===== src/rtl/mfs_ram.sv =====
`default_nettype none

module mfs_ram #(
    parameter int WIDTH = 16,
    parameter int DEPTH = 16
) (
    input  wire logic                     clk,
    input  wire logic                     we,
    input  wire logic [$clog2(DEPTH)-1:0] waddr,
    input  wire logic [WIDTH-1:0]         wdata,
    input  wire logic [$clog2(DEPTH)-1:0] raddr,
    output logic      [WIDTH-1:0]         rdata
);

    logic [WIDTH-1:0] mem [DEPTH];

    // Write port and registered read port
    always_ff @(posedge clk)
    begin
        if (we)
        begin
            mem[waddr] <= wdata;
        end
        rdata <= mem[raddr];
    end

endmodule

`default_nettype wire


===== config.mk =====
export PLATFORM = sky130hd
export DESIGN_NAME = mfs_ram
export DESIGN_NICKNAME = d
export VERILOG_FILES = /design/src/rtl/mfs_ram.sv
export SDC_FILE = /design/constraint.sdc
export NUM_CORES = 1
export LEC_CHECK = 0
export BUFFER_PORTS_ARGS = -buffer_cell sky130_fd_sc_hd__buf_2
export CAP_MARGIN = 20
export CORE_UTILIZATION = 57
export CTS_BUF_LIST = sky130_fd_sc_hd__clkbuf_4 sky130_fd_sc_hd__clkbuf_8
export CTS_CLUSTER_SIZE = 16
export DETAILED_ROUTE_END_ITERATION = 12
export MAX_ROUTING_LAYER = met4
export PLACE_DENSITY = 0.87
export SKIP_CTS_REPAIR_TIMING = 1
export SLEW_MARGIN = 30
export SYNTH_ARGS = -nofsm -noshare
export SYNTH_HDL_FRONTEND = slang
export SYNTH_SLANG_ARGS = --single-unit

===== constraint.sdc =====
create_clock -name clk -period 2.47 [get_ports clk]
set_input_delay 0.247 -clock clk [delete_from_list [all_inputs] [get_ports clk]]
set_output_delay 0.247 -clock clk [all_outputs]
set_load 0.05 [all_outputs]

# == After elaboration in Yosys (flattened, before gate mapping) ==
# Memories as Yosys holds them, arrays and structs flattened. A register that Yosys moved wholly into a read port is not among the register bits.
# Cells that the tools add are included.
# word_totals
reg_bits,0
mem_bits_rw,256
inputBits,26
out_inout_bits,16
wordCells,3
n_memories,1
# memory_table
memory,depth,width,rd,rd_clocked_by_memory_dff,write_ports,line_no,rtl
mem,16,16,1,1,1,15,logic [WIDTH-1:0] mem [DEPTH];
# classes
mux,2
# op_table
operator,count
1-bit 2-to-1 mux,2

# == Depth between registers and ports, before layout ==
# Gate-level depths: netlist (run 1).
# logic_depth
ltp_word,2
mapped_depth,5

# == Worst setup path before layout (run 1) ==
# No wires, ideal clock.
# synth_timing
path_kind,input to register
start,input waddr[2]
end,memory mem[0][0] (enable)
setup_time_ns,0.409
t_arrival_ns,1.893
required_time_ns,2.061
path_slack_ns,0.168
path_stages,2
path_buffers,0
path_cell_list,or3b_2 -> nor3_1
# synth_rtl
element,line_no,rtl
"start, declared",9,"input wire logic [$clog2(DEPTH)-1:0] waddr,"
"end, declared",15,
# No word-level cell before the write port.

==> results of run 1 <==
worst max-delay path, cell delays in order, from the launching register on:
cell	delay, ns
edfxtp_1	0.40
mux4_2	0.51
a22oi_1	0.25
nand2_1	0.13
state kept, by name, indices dropped and copies added (netlist names):
signal,count
rdata,16
mem,256
synth_stat cells:
| cell | n |
|---|---|
| nor2_1 | 13 |
| nor3_1 | 4 |
| and2_1 | 1 |
| clkbuf_1 | 8 |
| nand3b_1 | 2 |
| buf_1 | 3 |
| mux4_2 | 54 |
| nor2b_1 | 2 |
| mux4_1 | 10 |
| nand2b_1 | 2 |
| a22oi_1 | 32 |
| buf_2 | 3 |
| buf_6 | 4 |
| buf_4 | 3 |
| edfxtp_1 | 256 |
| dfxtp_1 | 16 |
| or3b_2 | 1 |
| nand2_1 | 17 |
| nand3_1 | 1 |
stage by stage:
step	power [uW]	utilization, %
3_5_place_dp	5850	61.9
2_1_floorplan	5640	-
5_1_grt	9660	66.7
3_3_place_gp	5820	61.9
6_report	9380	66.8
4_1_cts	9450	66.7
final timing paths:
path / from / end / slack (ns) / depth (start not counted)
worst min register to register: mem[14][15] / rdata[15] / 0.67 / 3
worst min-delay path: wdata[12] / mem[15][12] / 0.11 / 1
worst max register to register: mem[7][8] / rdata[8] / 1.06 / 3
worst max-delay path: mem[7][8] / rdata[8] / 1.06 / 3
power by group:
| part | internal [uW] | leakage [uW] | switching [uW] |
|---|---|---|---|
| clock | 2010 | 0.000448 | 1610 |
| combinational | 196 | 0.000932 | 367 |
| sequential | 5160 | 0.00245 | 33.8 |
| total | 7370 | 0.00383 | 2010 |
cell families after synthesis:
kind of cell    after synthesis  share of synthesized area [%]
buf+inv                      21                           1.23
compound gates               32                           2.39
mux                          64                           14.7
simple gates                 43                           1.92
flops                       272                           79.7
routing by layer:
metal  GRT usage, %  vias up  share of wire [%]
met5              -        -                  0
met4           10.7        0                3.0
met3           5.18       51                9.4
met2           38.9      300                 50
met1           32.3     2494                 37
li1               -     2028                  -
cell type report:
class / count / share of cell area, %
Timing Repair Buffer: 67 / 3.72
Sequential cell: 272 / 69.6
Antenna cell: 1 / 0.0217
Multi-Input combinational cell: 139 / 17.0
Clock buffer: 59 / 6.35
Tap cell: 225 / 2.45
Clock inverter: 15 / 0.848
==> summary.txt, run 1 <==
Timing
  – Worst hold slack: 0.107 ns
  – Worst Max-Slew Pin Slew: 0.593 ns
  – Setup violators final: 0
  – Tcrit/Tclk final: 57.2%
  – Setup TNS: 0 ns
  – RSZ-0062 raised after global routing: no
  – Fin Clk Skew: 0.00897 ns
  – Final Max Tran Viols: 0
  – Fin crit period: 1.41 ns
  – Final hold violations: 0
  – Relative slew slack: 60.4%
  – Final WS setup: 1.06 ns
  – Max Fclk: 708 MHz

Clock network
  – Reg clk slew, reported paths: 0.06 ns
  – CTS tree: built
  – CTS max path bufs: 3
  – Num CTS Buffers: 40
  – CTS root buf: clkbuf_8
  – H-tree Lvls: 2
  – Clock Latency Late Sink: 0.51 ns
  – Sink Count: 272

Detailed routing
  – TritonRoute pass-1 iters: 5
  – Drt initial violations: 521
  – Post-Route WL: 20.8 mm
  – WL/cell: 26.7 um
  – Drt drc: 0
  – Routed vias: 4873
  – Post-detailed-route count of antenna-violating nets: 0
  – Avg Vias per Cell: 6.26

Logic synthesis
  – Area share of the largest cell type after synthesis: 76.5%
  – Cell Area, Synth: 10000 um2
  – Post-synthesis cell type count: 19
  – Avg Synthesized Cell Area: 23.2 um2
  – Post-synth top area cell: edfxtp_1
  – Synth Warn #: 0
  – Net Count, Synth: 458
  – FF+latch count, synth: 272
  – Synthesized instance count: 432
  – Register area share after synthesis: 79.7%
  – Synth area leaders: edfxtp_1, mux4_2, dfxtp_1

Worst setup path
  – CP Data Required Time: 2.86 ns
  – Type of the worst setup path: reg -> reg
  – CP Launch Type: register
  – Largest fanout on the critical path: 1
  – Endpoint class of the critical path: register
  – Crit path arrival time: 1.80 ns

Final layout
  – Final non-filler cell total: 778
  – Share of cells above drive strength 1: 37.3%
  – Commonest non-fill, non-tap cells in the layout: edfxtp_1, mux4_2, clkbuf_8, buf_2, a22oi_1
  – Nets: 546
  – FF+latch area: 8010 um2
  – Fillers: 965
  – Fin area: 11500 um2
  – Syn-to-layout area delta: 14.6%
  – Most common cell after layout, fill and taps aside: edfxtp_1
  – Footprint of the multi-input gates: 1960 um2

Floorplanning
  – # rows: 48
  – Die X: 135 um
  – Core region area: 17200 um2
  – Initial core utilization: 58.3%
  – Die ar.: 18200 um2
  – Die Ht: 135 um
  – I/O Pins: 42

Placed design
  – Routability cong.: 0.728
  – Placement Cell Area: 10700 um2
  – Buffers added on ports: 41
  – Hpwl dp: 11.6 mm
  – Dpl ws: 0.566 ns
  – DP Cell Count: 703

Pwr
  – Peak supply drop: 526 uV
  – LEAKAGE: 0.00383 uW
  – Power density over cell area: 815 nW/um2

Run
  – Max cap viols: 0

Global route
  – Largest net degree at the start of global routing: 34
  – Grt ovf: 0
  – Vias in the first global route: 5175
  – Initial antenna violation count: 0
  – Tot GR Track Use: 24.9%
  – First-pass GRT wire length: 30.9 mm

Status
  – Status: completed

Worst hold path
  – Hold Crit Class: in -> reg
(Power assumes the default switching activity.)
==> run 2: changes to the inputs <==
--- a/config.mk
+++ b/config.mk
@@ -7,12 +7,12 @@
 export LEC_CHECK = 0
 export BUFFER_PORTS_ARGS = -buffer_cell sky130_fd_sc_hd__buf_2
 export CAP_MARGIN = 20
-export CORE_UTILIZATION = 57
+export CORE_UTILIZATION = 60
 export CTS_BUF_LIST = sky130_fd_sc_hd__clkbuf_4 sky130_fd_sc_hd__clkbuf_8
 export CTS_CLUSTER_SIZE = 16
 export DETAILED_ROUTE_END_ITERATION = 12
 export MAX_ROUTING_LAYER = met4
-export PLACE_DENSITY = 0.87
+export PLACE_DENSITY = 0.88
 export SKIP_CTS_REPAIR_TIMING = 1
 export SLEW_MARGIN = 30
 export SYNTH_ARGS = -nofsm -noshare
==> constraint.sdc (replaced) <==
create_clock -name clk -period 1.4 [get_ports clk]
set_input_delay 0.14 -clock clk [delete_from_list [all_inputs] [get_ports clk]]
set_output_delay 0.14 -clock clk [all_outputs]
set_load 0.05 [all_outputs]
==> summary.txt, run 2 (same netlist as run 1, synthesis figures left out) <==
Status
  – Status: completed (unchanged)

Global route
  – First-pass GRT wire length: 30.9 mm (about the same)
  – Tot GR Track Use: 26.0% (was 24.9%)
  – Largest net degree at the start of global routing: 38 (was 34)
  – Initial antenna violation count: 1 (was 0)
  – Grt ovf: 0 (unchanged)
  – Vias in the first global route: 5146 (was 5175)

Timing
  – Setup violators final: 0 (unchanged)
  – Tcrit/Tclk final: 98.1% (was 57.2%)
  – Max Fclk: 728 MHz (was 708 MHz)
  – Relative slew slack: 70.9% (was 60.4%)
  – Final Max Tran Viols: 0 (unchanged)
  – Final WS setup: 0.0267 ns (was 1.06 ns)
  – Final hold violations: 0 (unchanged)
  – Fin Clk Skew: 0.0114 ns (was 0.00897 ns)
  – Fin crit period: 1.37 ns (was 1.41 ns)
  – Worst Max-Slew Pin Slew: 0.437 ns (was 0.593 ns)

Final layout
  – Syn-to-layout area delta: 19.2% (was 14.6%)
  – FF+latch area: 8010 um2 (unchanged)
  – Footprint of the multi-input gates: 1980 um2 (was 1960 um2)
  – Commonest non-fill, non-tap cells in the layout: edfxtp_1, mux4_2, clkbuf_8, buf_2, a22oi_1 (unchanged)
  – Nets: 570 (was 546)
  – Max reg flops: 256 (unchanged)
  – Regs by FF count: mem: 256 flops, rdata: 16 flops (unchanged)
  – Fin util: 74.3% (was 66.8%)
  – Fillers: 865 (was 965)
  – Most common cell after layout, fill and taps aside: edfxtp_1 (unchanged)
  – Share of cells above drive strength 1: 38.0% (was 37.3%)
  – Largest Register: mem (unchanged)

Detailed routing
  – WL/cell: 26.2 um (was 26.7 um)
  – Routed vias: 5004 (was 4873)
  – Drt initial violations: 568 (was 521)
  – Post-detailed-route count of antenna-violating nets: 0 (unchanged)
  – TritonRoute pass-1 iters: 5 (unchanged)
  – Drt drc: 0 (unchanged)
  – Post-Route WL: 20.7 mm (was 20.8 mm)
  – Avg Vias per Cell: 6.33 (was 6.26)

Floorplanning
  – Die X: 131 um (was 135 um)
  – Initial core utilization: 62.3% (was 58.3%)
  – Die Ht: 131 um (was 135 um)
  – # rows: 46 (was 48)
  – I/O Pins: 42 (unchanged)
  – Core region area: 16100 um2 (was 17200 um2)
  – Die ar.: 17300 um2 (was 18200 um2)

Worst hold path
  – Hold Crit Class: in -> reg (unchanged)
  – Cells on Worst Hold Path: 1 (unchanged)

Placed design
  – Dpl ws: -0.190 ns (was 0.566 ns)
  – Routability cong.: 0.762 (was 0.728)
  – Hpwl dp: 12.0 mm (was 11.6 mm)
  – Buffers added on ports: 41 (unchanged)

Worst setup path
  – Endpoint class of the critical path: register (unchanged)
  – R2R cell count: 3 (unchanged)
  – Largest fanout on the critical path: 1 (unchanged)
  – CP Data Required Time: 1.80 ns (was 2.86 ns)
  – Crit path arrival time: 1.77 ns (was 1.80 ns)
  – CP Launch Type: register (unchanged)
  – Type of the worst setup path: reg -> reg (unchanged)

Pwr
  – Internal power: 13100 uW (was 7370 uW)
  – LEAKAGE: 0.00400 uW (was 0.00383 uW)
  – Clock power share: 38.5% (was 38.6%)
  – Switching pwr: 3520 uW (was 2010 uW)
  – Sw Ratio: 21.1% (was 21.4%)
  – Seq pwr share: 55.0% (was 55.4%)
  – Comb pwr share: 6.5% (was 6.0%)
  – Tot Pwr: 16700 uW (was 9380 uW)
  – Power density over cell area: 1390 nW/um2 (was 815 nW/um2)
  – Peak supply drop: 866 uV (was 526 uV)

Clock network
  – H-tree Lvls: 2 (unchanged)
  – CTS tree: built (unchanged)
  – Num CTS Buffers: 40 (unchanged)
  – Reg clk slew, reported paths: 0.07 ns (was 0.06 ns)
  – CTS max path bufs: 3 (unchanged)
  – CTS root buf: clkbuf_8 (unchanged)
  – Sink Count: 272 (unchanged)
  – Clock Latency Late Sink: 0.52 ns (was 0.51 ns)

Run
  – Max cap viols: 0 (unchanged)
[run 2: cell count changes in the layout (fill, tap and decap cells not counted), sizes merged]
cell         delta
buf            +10
clkinv          -1
dlygate4sd3    +14
inv             -1
[run 2: worst max-delay path, stage by stage (launching register included)]
cell	delay [ns]
edfxtp_1	0.44
mux4_2	0.52
a22oi_2	0.21
nand2_1	0.08
[run 2: metal layers]
metal | wire length (um) | vias to the layer above | GRT usage, %
li1 | - | 2070 | -
met5 | 0 | - | -
met1 | 7800 | 2588 | 34.7
met3 | 1870 | 55 | 5.02
met2 | 10400 | 291 | 40.5
met4 | 629 | 0 | 9.75
[run 2: final timing paths]
path / slack [ns] / from / to
setup / recovery: 0.03 / mem[1][10] / rdata[10]
hold / removal: 0.005 / wdata[4] / mem[1][4]
setup reg to reg: 0.03 / mem[1][10] / rdata[10]
hold reg to reg: 0.67 / mem[14][13] / rdata[13]
[run 2: metrics by stage]
stage | setup TNS, ns | cell area [um2] | std cells | hold WS (ns)
after floorplan | -13.31 | 10100 | 432 | 0.239
after global placement | -1.11 | 11000 | 704 | 0.495
after detailed placement | -3.54 | 11000 | 704 | 0.517
after CTS | -0.0608 | 11800 | 776 | -0.0378
after global routing | -0.00475 | 12000 | 791 | 0.00158
final | 0 | 12000 | 791 | 0.00543
[run 2: power by group through the flow]
stage | Combinational [uW] | Sequential (uW) | Clock (uW)
3_3_place_gp | 1010 | 9320 | 0
5_1_grt | 1140 | 9180 | 6860
3_5_place_dp | 1050 | 9340 | 0
2_1_floorplan | 453 | 9500 | 0
6_report | 1080 | 9170 | 6420
4_1_cts | 1050 | 9170 | 6520
[run 2: layout make-up]
type                       count  area share [%]
sequential                   272            66.9
multi-input combinational    139            16.6
timing repair buffer          91            7.26
clock buffer                  59            6.26
tap                          216            2.26
clock inverter                13           0.711
antenna                        1          0.0209
==> run 3: changes to the inputs <==
==> constraint.sdc (replaced) <==
create_clock -name clk -period 1.3 [get_ports clk]
set_input_delay 0.13 -clock clk [delete_from_list [all_inputs] [get_ports clk]]
set_output_delay 0.13 -clock clk [all_outputs]
set_load 0.05 [all_outputs]
==> summary.txt, run 3 (same netlist as run 1, synthesis figures left out) <==
Global route
  – Grt ovf: 0 (unchanged)
  – Initial antenna violation count: 0 (was 1)
  – Vias in the first global route: 5124 (was 5146)
  – First-pass GRT wire length: 30.9 mm (unchanged)
  – Largest net degree at the start of global routing: 37 (was 38)
  – Tot GR Track Use: 26.1% (was 26.0%)

Floorplanning
  – Core region area: 16100 um2 (unchanged)
  – I/O Pins: 42 (unchanged)
  – # rows: 46 (unchanged)
  – Die Ht: 131 um (unchanged)
  – Die ar.: 17300 um2 (unchanged)
  – Initial core utilization: 62.3% (unchanged)
  – Die X: 131 um (unchanged)

Final layout
  – Syn-to-layout area delta: 19.7% (was 19.2%)
  – Largest Register: mem (unchanged)
  – Regs by FF count: mem: 256 flops, rdata: 16 flops (unchanged)
  – Diodes inserted: 0 (was 1)
  – Share of cells above drive strength 1: 40.8% (was 38.0%)
  – Commonest non-fill, non-tap cells in the layout: edfxtp_1, mux4_2, clkbuf_8, buf_2, buf_12 (was edfxtp_1, mux4_2, clkbuf_8, buf_2, a22oi_1)
  – Max reg flops: 256 (unchanged)
  – Nets: 572 (was 570)
  – Most common cell after layout, fill and taps aside: edfxtp_1 (unchanged)

Worst setup path
  – Largest fanout on the critical path: 1 (unchanged)
  – Endpoint class of the critical path: register (unchanged)
  – CP max stage delay: 0.49 ns (was 0.52 ns)
  – Bufs and invs on worst path: 0 (unchanged)
  – Crit path arrival time: 1.71 ns (was 1.77 ns)
  – Type of the worst setup path: reg -> reg (unchanged)
  – R2R Path End: rdata[8] (was rdata[10])
  – Critical Path Stages: 3 (unchanged)
  – CP Launch Point: mem[10][8] (was mem[1][10])
  – CP Launch Type: register (unchanged)
  – Launching point of the worst reg2reg path: mem[10][8] (was mem[1][10])
  – Worst R2R Setup Slack: -0.01 ns (was 0.03 ns)
  – Critical Path End: rdata[8] (was rdata[10])
  – Crit path cell chain: mux4_2 -> a22oi_2 -> nand2_1 (unchanged)
  – Worst path top cell family by delay: multiplexers (unchanged)
  – Max stage delay cell, worst path: mux4_2 (unchanged)
  – R2R cell count: 3 (unchanged)
  – CP Data Required Time: 1.70 ns (was 1.80 ns)

Placed design
  – Routability cong.: 0.765 (was 0.762)
  – Buffers added on ports: 41 (unchanged)
  – Hpwl dp: 11.5 mm (was 12.0 mm)

Pwr
  – Clock power share: 37.9% (was 38.5%)
  – LEAKAGE: 0.00396 uW (was 0.00400 uW)
  – Internal power: 14000 uW (was 13100 uW)
  – Seq pwr share: 55.3% (was 55.0%)
  – Peak supply drop: 749 uV (was 866 uV)
  – Power density over cell area: 1480 nW/um2 (was 1390 nW/um2)
  – Comb pwr share: 6.8% (was 6.5%)
  – Sw Ratio: 21.6% (was 21.1%)
  – Tot Pwr: 17800 uW (was 16700 uW)
  – Switching pwr: 3850 uW (was 3520 uW)

Clock network
  – CTS tree: built (unchanged)
  – Clock Latency Late Sink: 0.53 ns (was 0.52 ns)
  – H-tree Lvls: 2 (unchanged)
  – Sink Count: 272 (unchanged)
  – CTS max path bufs: 3 (unchanged)
  – CTS root buf: clkbuf_8 (unchanged)
  – Num CTS Buffers: 42 (was 40)
  – Reg clk slew, reported paths: 0.06 ns (was 0.07 ns)

Worst hold path
  – Cells on Worst Hold Path: 3 (was 1)
  – Hold Crit Class: in -> reg (unchanged)

Timing
  – Worst Max-Slew Pin Slew: 0.357 ns (was 0.437 ns)
  – Fin crit period: 1.31 ns (was 1.37 ns)
  – Fin Clk Skew: 0.0129 ns (was 0.0114 ns)
  – Final hold violations: 0 (unchanged)
  – Tcrit/Tclk final: 101% (was 98.1%)
  – Max Fclk: 763 MHz (was 728 MHz)
  – Final Max Tran Viols: 0 (unchanged)
  – Worst hold slack: 0.147 ns (was 0.00543 ns)
  – Setup violators final: 1 (was 0)
  – RSZ-0062 raised after global routing: yes
  – Relative slew slack: 76.2% (was 70.9%)
  – Final WS setup: -0.0102 ns (was 0.0267 ns)

Detailed routing
  – Drt initial violations: 515 (was 568)
  – TritonRoute pass-1 iters: 5 (unchanged)
  – WL/cell: 26.5 um (was 26.2 um)
  – Routed vias: 4960 (was 5004)
  – Avg Vias per Cell: 6.26 (was 6.33)
  – Drt drc: 0 (unchanged)
  – Post-detailed-route count of antenna-violating nets: 0 (unchanged)
  – Post-Route WL: 21.0 mm (was 20.7 mm)

Run
  – Max cap viols: 0 (unchanged)

Status
  – Status: finished with violations (was completed)
  – Failing checks: negative setup slack
run 3: per-stage QoR:
step                setup slack (ns)  instances  setup TNS (ns)  cell area [um2]  util [%]
floorplan                     -0.164        432          -27.79            10100         -
global placement              -0.170        702           -8.32            11000      68.3
detailed placement            -0.236        702          -14.75            11000      68.3
CTS                          -0.0305        776         -0.0709            11800      73.3
global route                 -0.0264        792         -0.0461            12000      74.6
finish                       -0.0102        792         -0.0102            12000      74.6
run 3: area by class of cell:
cell class | count | area [um2]
sequential | 272 | 8010
fill | 852 | 4090
multi-input combinational | 139 | 2030
timing repair buffer | 91 | 908
clock buffer | 57 | 703
tap | 216 | 270
clock inverter | 17 | 104
run 3: power by group through the flow:
stage               clock (uW)  sequential (uW)  combinational [uW]
finish                    6750             9870                1220
global placement             0            10000                1090
detailed placement           0            10100                1140
floorplan                    0            10200                 494
global route              7240             9880                1290
CTS                       6860             9870                1140
run 3: tightest hold or removal path, delay by kind of cell:
| kind | cells | cell delay [ns] |
|---|---|---|
| buffers and inverters | 2 | 0.30 |
| AND/OR/NAND/NOR | 1 | 0.06 |
run 3: how the worst min path moves through the flow:
stage               slack (ns)         end  startpoint
floorplan                 0.23   mem[0][0]    wdata[0]
global placement          0.48   mem[6][6]    wdata[6]
detailed placement        0.51   mem[7][5]    wdata[5]
CTS                      -0.06  mem[15][5]    wdata[5]
global route              0.14   mem[0][8]    waddr[1]
finish                    0.15  mem[0][11]    waddr[1]
run 3: per-layer routing:
metal	vias to the layer above	track usage [%]	wire, um
met5	-	-	0
li1	2072	-	-
met3	20	5.52	1770
met1	2601	36.4	8520
met4	0	6.52	204
met2	267	40.1	10500
